File: src/rtl/tsatf_pkg.sv
// Shared constants for the timed stereo audio transmit FIFO
`timescale 1ns / 1ps
package tsatf_pkg;
	localparam int WORD_W     = 16;
	localparam int CFG_IDX_W  = 1;
	localparam int CFG_DATA_W = 16;

	// register indexes
	localparam logic [CFG_IDX_W-1:0] REG_PERIOD = 1'd0;
	localparam logic [CFG_IDX_W-1:0] REG_ENABLE = 1'd1;

	// item modes
	localparam logic MODE_TICK = 1'b0;
	localparam logic MODE_PUSH = 1'b1;
endpackage

File: src/rtl/timed_stereo_audio_transmit_fifo.sv
// Top level: word FIFO with period-timed stereo sample pop
`timescale 1ns / 1ps
// Takes one beat per clock while in_stall is low and gives one result beat per
// input beat, via the input register and then the result register. The word
// store has one write port and two registered read ports (read pointer and the
// entry after it), so one beat does a push or a full stereo pop. Both sides may
// idle or stall freely; the input stalls only when both registers are full and
// the result one is held. The user must write period and enable through the
// plain write port while no beat is in flight; the block does not enforce it.
module timed_stereo_audio_transmit_fifo #(
	parameter int FIFO_DEPTH = 16
) (
	input  logic                                  clk,
	input  logic                                  arst_n,
	input  logic                                  wr_en,
	input  logic [tsatf_pkg::CFG_IDX_W-1:0]       wr_index,
	input  logic [tsatf_pkg::CFG_DATA_W-1:0]      wr_data,
	input  logic                                  in_valid,
	output logic                                  in_stall,
	input  logic                                  mode,
	input  logic [tsatf_pkg::WORD_W-1:0]          push_word,
	output logic                                  out_valid,
	input  logic                                  out_stall,
	output logic                                  sample_valid,
	output logic signed [tsatf_pkg::WORD_W-1:0]   left_sample,
	output logic signed [tsatf_pkg::WORD_W-1:0]   right_sample,
	output logic                                  underrun,
	output logic                                  irq,
	output logic                                  fifo_empty,
	output logic                                  fifo_full,
	output logic                                  overflow
);
	localparam int AW = (FIFO_DEPTH > 1) ? $clog2(FIFO_DEPTH) : 1;
	localparam int CW = $clog2(FIFO_DEPTH + 1);
	localparam logic [AW-1:0] LAST_IDX = AW'(FIFO_DEPTH - 1);
	localparam logic [CW-1:0] FULL_CNT = CW'(FIFO_DEPTH);

	logic [tsatf_pkg::WORD_W-1:0] period_q;
	logic                         enable_q;

	logic [tsatf_pkg::WORD_W-1:0] timer_q;
	logic [AW-1:0]                rd_ptr_q, wr_ptr_q;
	logic [CW-1:0]                count_q;

	logic [tsatf_pkg::WORD_W-1:0] mem [FIFO_DEPTH];

	// input register
	logic                         valid_s1;
	logic                         mode_s1;
	logic [tsatf_pkg::WORD_W-1:0] word_s1;

	// result register
	logic                         valid_s2;
	logic                         sample_s2, left_take_s2, right_take_s2;
	logic                         under_s2, irq_s2, empty_s2, full_s2, ovf_s2;
	logic [tsatf_pkg::WORD_W-1:0] rd0_s2, rd1_s2;

	logic                         s2_ready, adv_s1, in_take;
	logic                         is_push, is_tick, push_ok, fire;
	logic [tsatf_pkg::WORD_W-1:0] timer_inc;
	logic [AW-1:0]                rd_nxt, rd_nxt2, wr_nxt, rd_ptr_d;
	logic [CW-1:0]                pops, count_d;
	logic                         cnt_ge1, cnt_ge2, full_now;

	function automatic logic [AW-1:0] wrap_inc(input logic [AW-1:0] p);
		return (p == LAST_IDX) ? '0 : p + AW'(1);
	endfunction

	assign s2_ready = !valid_s2 || !out_stall;
	assign in_stall = valid_s1 && !s2_ready;
	assign in_take  = in_valid && !in_stall;
	assign adv_s1   = valid_s1 && s2_ready;

	assign is_push  = adv_s1 && (mode_s1 == tsatf_pkg::MODE_PUSH);
	assign is_tick  = adv_s1 && (mode_s1 == tsatf_pkg::MODE_TICK) && enable_q;
	assign full_now = (count_q == FULL_CNT);
	assign push_ok  = is_push && !full_now;

	assign timer_inc = timer_q + tsatf_pkg::WORD_W'(1);
	assign fire      = is_tick && (timer_inc >= period_q);

	assign cnt_ge1 = (count_q != '0);
	assign cnt_ge2 = (count_q >= CW'(2));
	assign pops    = !fire ? '0 : (cnt_ge2 ? CW'(2) : (cnt_ge1 ? CW'(1) : '0));

	assign rd_nxt  = wrap_inc(rd_ptr_q);
	assign rd_nxt2 = wrap_inc(rd_nxt);
	assign wr_nxt  = wrap_inc(wr_ptr_q);

	always_comb begin
		rd_ptr_d = rd_ptr_q;
		if (fire && cnt_ge2) begin
			rd_ptr_d = rd_nxt2;
		end else if (fire && cnt_ge1) begin
			rd_ptr_d = rd_nxt;
		end
	end

	assign count_d = count_q + (push_ok ? CW'(1) : '0) - pops;

	always_ff @(posedge clk or negedge arst_n) begin
		if (!arst_n) begin
			period_q <= '0;
			enable_q <= 1'b0;
		end else if (wr_en) begin
			unique case (wr_index)
				tsatf_pkg::REG_PERIOD: period_q <= wr_data;
				tsatf_pkg::REG_ENABLE: enable_q <= wr_data[0];
				default: ;
			endcase
		end
	end

	always_ff @(posedge clk or negedge arst_n) begin
		if (!arst_n) begin
			timer_q  <= '0;
			rd_ptr_q <= '0;
			wr_ptr_q <= '0;
			count_q  <= '0;
		end else begin
			if (is_tick) begin
				timer_q <= fire ? '0 : timer_inc;
			end
			if (push_ok) begin
				wr_ptr_q <= wr_nxt;
			end
			rd_ptr_q <= rd_ptr_d;
			count_q  <= count_d;
		end
	end

	// word store: one write, two registered reads
	always_ff @(posedge clk) begin
		if (push_ok) begin
			mem[wr_ptr_q] <= word_s1;
		end
		if (adv_s1) begin
			rd0_s2 <= mem[rd_ptr_q];
			rd1_s2 <= mem[rd_nxt];
		end
	end

	always_ff @(posedge clk or negedge arst_n) begin
		if (!arst_n) begin
			valid_s1 <= 1'b0;
		end else if (in_take) begin
			valid_s1 <= 1'b1;
		end else if (adv_s1) begin
			valid_s1 <= 1'b0;
		end
	end

	always_ff @(posedge clk) begin
		if (in_take) begin
			mode_s1 <= mode;
			word_s1 <= push_word;
		end
	end

	always_ff @(posedge clk or negedge arst_n) begin
		if (!arst_n) begin
			valid_s2 <= 1'b0;
		end else if (s2_ready) begin
			valid_s2 <= valid_s1;
		end
	end

	always_ff @(posedge clk) begin
		if (adv_s1) begin
			sample_s2     <= fire;
			left_take_s2  <= fire && cnt_ge1;
			right_take_s2 <= fire && cnt_ge2;
			under_s2      <= fire && !cnt_ge2;
			// a pop empties the store when one or two words were left
			irq_s2        <= fire && cnt_ge1 && (count_q <= CW'(2));
			empty_s2      <= (count_d == '0);
			full_s2       <= (count_d == FULL_CNT);
			ovf_s2        <= is_push && full_now;
		end
	end

	assign out_valid    = valid_s2;
	assign sample_valid = sample_s2;
	assign left_sample  = left_take_s2 ? $signed(rd0_s2) : '0;
	assign right_sample = right_take_s2 ? $signed(rd1_s2) : '0;
	assign underrun     = under_s2;
	assign irq          = irq_s2;
	assign fifo_empty   = empty_s2;
	assign fifo_full    = full_s2;
	assign overflow     = ovf_s2;
endmodule

File: config.mk
export PLATFORM = sky130hd
export DESIGN_NAME = timed_stereo_audio_transmit_fifo
export DESIGN_NICKNAME = d
export VERILOG_FILES = /design/src/rtl/tsatf_pkg.sv /design/src/rtl/timed_stereo_audio_transmit_fifo.sv
export SDC_FILE = /design/constraint.sdc
export NUM_CORES = 1
export LEC_CHECK = 0
export ABC_AREA = 0
export BUFFER_PORTS_ARGS = -buffer_cell sky130_fd_sc_hd__buf_2
export CELL_PAD_IN_SITES_DETAIL_PLACEMENT = 1
export CELL_PAD_IN_SITES_GLOBAL_PLACEMENT = 1
export CORE_AREA = 2 2 158 314
export CTS_CLUSTER_SIZE = 10
export DETAILED_ROUTE_END_ITERATION = 8
export DIE_AREA = 0 0 160 316
export PLACE_DENSITY = 0.64
export SLEW_MARGIN = 10
export SYNTH_ARGS = -nofsm -noshare
export SYNTH_HDL_FRONTEND = slang
export SYNTH_SLANG_ARGS = --single-unit
export TNS_END_PERCENT = 1
File: constraint.sdc
create_clock -name clk -period 4.6 [get_ports clk]
set_input_delay 0.92 -clock clk [delete_from_list [all_inputs] [get_ports clk]]
set_output_delay 0.92 -clock clk [all_outputs]
set_load 0.005 [all_outputs]
### Word-level counts from Yosys, hierarchy flattened

Memories as Yosys holds them, arrays and structs flattened. A register that Yosys moved wholly into a read port is not among the register bits.
Index checks and enable logic that the tools add are counted.

| word-level totals | value |
|---|---|
| register bits after elaboration | 73 |
| bits in writable memories | 256 |
| bits of input ports | 39 |
| output and inout port bits | 40 |
| word-level logic and storage cells | 77 |
| memories | 1 |

Memory list:

| name | words | width | rd ports | clocked after Yosys merged registers in | wr ports | RTL line | source |
|---|---|---|---|---|---|---|---|
| mem | 16 | 16 | 2 | 2 | 1 | timed_stereo_audio_transmit_fifo.sv:45 | `logic [tsatf_pkg::WORD_W-1:0] mem [FIFO_DEPTH];` |

| cells by class | value |
|---|---|
| add/sub/neg operators | 6 |
| $lt $le $gt $ge | 3 |
| eq/ne operators | 5 |
| multiplexer cells | 16 |
| bitwise operators | 2 |
| reduce and logical (&&, ||, !) cells | 26 |

Operators with widths:

| kind | count |
|---|---|
| 2-to-1 mux 16 bit | 3 |
| 2-to-1 mux 4 bit | 5 |
| adder 16 x 1 -> 16 bit, second input constant | 1 |
| >= comparator 16 bit | 1 |
| logical AND 1 bit | 13 |
| adder 4 x 1 -> 4 bit, second input constant | 3 |
| equality test 4 bit, second input constant | 3 |
| equality test 5 bit, second input constant | 2 |
| zero test 1 bit | 6 |
| 2-to-1 mux 1 bit | 6 |
| adder 5 x 1 -> 5 bit | 1 |
| >= comparator 5 x 2 -> 1 bit, second input constant | 1 |
| less-or-equal comparator 5 x 2 -> 1 bit, second input constant | 1 |
| zero test 5 bit | 1 |
| nonzero test 5 bit | 1 |
| subtractor 5 x 2 -> 5 bit | 1 |
| 2-to-1 mux 2 bit | 2 |
| AND reduction 2 bit | 2 |
| nonzero test 2 bit | 2 |
| NOT 1 bit | 2 |
| logical OR 1 bit | 1 |

### Depth between registers and ports, before layout

| depth | value |
|---|---|
| word-level depth | 9 |
| depth in mapped cells | 22 |

### Worst setup path after synthesis

OpenSTA, ideal clock, no wires.

| timing path | value |
|---|---|
| kind | input to register |
| start point | in out_stall |
| end point | reg full_s2 (netlist: fifo_full) (data pin) |
| setup time | 140 ps |
| data arrival time | 4936 ps |
| required time | 4460 ps |
| slack | -476 ps |
| stages | 14 |
| path buffers | 1 |
| cell sequence | nand2_1 > and2_0 > and3b_1 > clkbuf_1 > nand2_1 > inv_1 > nand2_1 > ha_1 > ha_1 > a21o_1 > a21oi_1 > xor2_1 > or4_1 > nor2b_1 |

| on the way | value |
|---|---|
| cells in the longest elaborated chain, start to end | 9 |
| elaborated cells between the ends (all ways) | 13 |
| those cells by class | add/sub: 2; eq/ne: 1; mux: 2; reduce/logical: 8 |

Ends and longest elaborated chain:

| item | RTL line | source |
|---|---|---|
| from (decl) | timed_stereo_audio_transmit_fifo.sv:23 | `input logic out_stall,` |
| zero test 1 bit | timed_stereo_audio_transmit_fifo.sv:69 | `assign s2_ready = !valid_s2 \|\| !out_stall;` |
| logical OR 1 bit | timed_stereo_audio_transmit_fifo.sv:69 |  |
| logical AND 1 bit | timed_stereo_audio_transmit_fifo.sv:72 | `assign adv_s1 = valid_s1 && s2_ready;` |
| net adv_s1 | timed_stereo_audio_transmit_fifo.sv:58 | `logic s2_ready, adv_s1, in_take;` |
| logical AND 1 bit (2 in series) | timed_stereo_audio_transmit_fifo.sv:75 | `assign is_tick = adv_s1 && (mode_s1 == tsatf_pkg::MODE_TICK) && enable_q;` |
| logical AND 1 bit | timed_stereo_audio_transmit_fifo.sv:80 | `assign fire = is_tick && (timer_inc >= period_q);` |
| net fire | timed_stereo_audio_transmit_fifo.sv:59 | `logic is_push, is_tick, push_ok, fire;` |
| 2-to-1 mux 2 bit | timed_stereo_audio_transmit_fifo.sv:84 | `assign pops = !fire ? '0 : (cnt_ge2 ? CW'(2) : (cnt_ge1 ? CW'(1) : '0));` |
| subtractor 5 x 2 -> 5 bit | timed_stereo_audio_transmit_fifo.sv:99 | `assign count_d = count_q + (push_ok ? CW'(1) : '0) - pops;` |
| net count_d[3] | timed_stereo_audio_transmit_fifo.sv:62 | `logic [CW-1:0] pops, count_d;` |
| equality test 5 bit | timed_stereo_audio_transmit_fifo.sv:177 | `full_s2 <= (count_d == FULL_CNT);` |
| to (signal assigned) | timed_stereo_audio_transmit_fifo.sv:177 |  |
| to (decl) | timed_stereo_audio_transmit_fifo.sv:55 | `logic under_s2, irq_s2, empty_s2, full_s2, ovf_s2;` |

The timed path passes the listed nets, and every way through them passes these cells.
A chain may end at the register's enable or synchronous reset.

### Worst setup path after layout

| timing path | value |
|---|---|
| start point | reg timer_q[5] (netlist bit) |
| end point | reg full_s2 (netlist: fifo_full) (data pin) |

| on the way | value |
|---|---|
| cells in the longest elaborated chain, start to end | 6 |

Ends and longest elaborated chain:

| item | RTL line | source |
|---|---|---|
| from (decl) | timed_stereo_audio_transmit_fifo.sv:41 | `logic [tsatf_pkg::WORD_W-1:0] timer_q;` |
| from (signal assigned) | timed_stereo_audio_transmit_fifo.sv:122 | `timer_q <= fire ? '0 : timer_inc;` |
| adder 16 x 1 -> 16 bit | timed_stereo_audio_transmit_fifo.sv:79 | `assign timer_inc = timer_q + tsatf_pkg::WORD_W'(1);` |
| >= comparator 16 bit | timed_stereo_audio_transmit_fifo.sv:80 |  |
| logical AND 1 bit | timed_stereo_audio_transmit_fifo.sv:80 |  |
| 2-to-1 mux 2 bit | timed_stereo_audio_transmit_fifo.sv:84 |  |
| subtractor 5 x 2 -> 5 bit | timed_stereo_audio_transmit_fifo.sv:99 |  |
| net count_d[1] | timed_stereo_audio_transmit_fifo.sv:62 |  |
| equality test 5 bit | timed_stereo_audio_transmit_fifo.sv:177 |  |

The timed path passes the listed nets, and every way through them passes these cells.

==> flow_summary.ini <==
[power_and_ir_drop]
p_per_area_nw_per_um2 = 425
ir_drop_mv = 0.251
p_leak_nw = 6.63

[floorplanning]
rows = 114
start_util = 0.346
die_y_um = 316
fp.dieW_um = 160
dieArea_sq_um = 50600
io_pins = 79
core_sq_um = 48200

[global_route]
grt_first_pass_wirelength_mm = 68.1
grt_overflow = 0
grt_pass1_vias = 10500
antenna_found_initial = 1
track_usage = 0.184
grt_max_degree = 66

[synth]
synth-simple-area-share = 0.0588
synthDistinctLibCells = 51
syn_area_per_cell_sq_um = 17.2
synth_ff_type = edfxtp_1
synth_top_area_share = 0.563
ys_top_cells_by_area = edfxtp_1, mux4_2, dfrtp_1, mux2i_1, ha_1
netlist_instances = 969
synth_top_area_cell = edfxtp_1
ys_warn_count = 0
ys_ff_latch = 361
ys_seq_area_frac = 0.635
async_reset_ff_frac = 0.133
synth_mux_area_frac = 0.211
synth_edf_count = 313
synth_compound_area_frac = 0.0374
synthXorXnorAreaFrac = 0.0110
synthAdderAreaFrac = 0.0260
synth_nets = 1042
synthesis.area_sq_um = 16700
synth_top_family_by_area = multiplexers

[layout]
fin_area_sq_um = 19400
area_growth_pct = 16.1
final_nets = 1166
antenna_cells = 0
finish.utilization = 0.402
drive_above_1_share = 0.304

[setup_path]
start_kind = flip-flop
cp.required_ns = 5.01
cp_max_fo = 5
r2r_slack_ns = 0.25
critPathCaptureType = flip-flop
critPathKind = flip-flop to flip-flop
arrival_ns = 4.77

[sta]
max_freq_ghz = 0.230
fin_ws_ns = 0.247
min_period_over_period = 0.946
layout_min_cycle_time_ns = 4.35
slew_headroom = 0.280
setup_viol = 0
slew_violations = 0
worst_pin_slew_ns = 1.08
final.setup_skew_ns = 0.0165
hold_viol_final = 0

[clock_network]
clock-root-buffer = clkbuf_16
clk_pin_slew_ns = 0.06
cts.sinks = 361
clockBufferDepth = 3
clk-insertion-delay-late_ns = 0.56
cts_tree = built
cts-buffers-inserted = 42
h-tree-depth = 2

[route]
via_per_inst = 5.40
drtPass1Iterations = 5
wl_per_cell_um = 26.0
route.detailed.drc = 0
drtIter0Drc = 719
antenna_left = 0
wl_mm = 45.5
num_vias = 9436

[outcome]
status = finished, final reports clean

[run]
drv_cap = 0

[place]
port_buffers = 78
place_ws_ns = -0.0603
post_dp_cell_area_sq_um = 18100
hpwl_mm = 29.3
gp_congestion = 0.813

[min_path]
hp-class = input port to asynchronous set/reset pin
## report_power, final
| group | leakage (nW) | internal (W) | switching [W] |
|---|---|---|---|
| clock network | 0.577 | 0.00175 | 0.00129 |
| logic | 2.59 | 0.000553 | 0.000671 |
| registers | 3.46 | 0.00381 | 0.000152 |
## repair_timing
action                                  4_1_cts  5_1_grt
endpoints found under the setup margin        2        2
gates resized for setup                       4       17
cloned                                        0        0
pin swaps                                     0        2
setup buffers                                 1        3
hold buffers                                  0        0
## cells in the mapped netlist, types with 2 or more instances
cell type  instances
a211oi_1           6
a21o_1             4
a21oi_1           11
a22o_1             9
a22oi_1           13
a41o_1             2
and2_0             2
and2_1            49
and3_1             4
and4_1             4
buf_1              6
buf_2             11
buf_4              2
buf_6              3
clkbuf_1          27
dfrtp_1           48
edfxtp_1         313
ha_1              33
inv_1             29
mux2_2             4
mux2i_1           53
mux4_2           131
nand2_1           52
nand2b_1           5
nand3_1           14
nand4_1            5
nor2_1            23
nor2b_1            5
nor3_1            19
o21a_1             2
o21ai_0           43
xnor2_1            9
xor2_1            10
## cell usage in the layout, fill, tap and decap left out, types with 3 or more instances in the layout
master	count
and2_1	49
buf_2	78
buf_12	3
nand2_1	50
mux4_2	131
edfxtp_1	313
nor3_1	19
a22o_1	9
clkbuf_1	12
a21o_1	4
nor2_1	19
a211oi_1	6
clkbuf_16	43
a22oi_1	13
xor2_1	10
nor2_2	3
ha_1	31
mux2_2	4
and3_1	4
xnor2_1	9
and4_4	3
buf_4	48
nand3_1	12
dfrtp_1	45
nand2b_1	5
mux2i_1	53
a21oi_1	10
nand4_1	5
inv_1	29
nor2b_1	3
o21ai_0	42
## cells by family (layout without fill, tap and decap cells)
group / count (synthesis) / in the layout
and+or+nand+nor: 190 / 190
adders and majority gates: 34 / 34
AOI/OAI and AO/OA: 98 / 98
xor gates and xnor gates: 20 / 20
buffers and inverters: 78 / 218
muxes: 188 / 188
DFF: 361 / 361
## through the flow
step	TNS [ns]	cells	total power (W)	hold slack (ns)
6_report	0	1747	0.00822	0.202
5_1_grt	-0.0131	1747	0.00857	0.191
4_1_cts	0	1744	0.00828	0.179
3_5_place_dp	-0.104	1683	0.00522	0.508
3_3_place_gp	0	1683	0.00517	0.491
2_1_floorplan	0	969	0.00472	0.470
## worst max-delay path: stages (launching register included)
cell and delay (ns):
dfrtp_1 0.37, and4_4 0.25, nand2_2 0.13, nor2_4 0.13
and3_1 0.18, xnor2_1 0.14, inv_1 0.07, ha_1 0.29
and4_4 0.23, nand3_1 0.08, o311a_1 0.32, nand3_2 0.14
nand2_2 0.09, nor2_1 0.15, ha_1 0.24, inv_1 0.05
ha_1 0.19, fa_2 0.45, or4_1 0.58, nor2b_2 0.13
## per-layer routing
metal	routed length, um	GRT usage
met4	2210	0.0913
met1	16300	0.201
met5	0	0
met2	25200	0.349
met3	1740	0.0256
## path summary, 6_finish.rpt
kind,from,to,depth (start not counted)
max,timer_q[5]$_DFFE_PN0P_,fifo_full$_DFFE_PP_,19
min,arst_n,period_q[10]$_DFFE_PN0P_,1
max reg2reg,timer_q[5]$_DFFE_PN0P_,fifo_full$_DFFE_PP_,19
min reg2reg,valid_s1$_DFFE_PN0P_,out_valid$_DFFE_PN0P_,1
max in group asynchronous,arst_n,rd_ptr_q[0]$_DFFE_PN0P_,2
min in group clk,valid_s1$_DFFE_PN0P_,out_valid$_DFFE_PN0P_,1
## flip-flops by register name, summed over array words and instances (netlist names), 4 cells and up
signal and count:
rd0_s2 16, wr_ptr_q 4, word_s1 16, mem 256
count_q 5, rd_ptr_q 4, timer_q 16, rd1_s2 16
period_q 16
## area by class of cell
cell class              count  area (sq um)
clock inverters             5          71.3
inverters                  29           109
clock buffers              55          1120
multi-input cells         530          5850
well taps                 638           798
flip-flops and latches    361         10600
fillers                  4825         28800
repair buffers            129           811
Note: power is estimated with default switching activity, not from simulation.
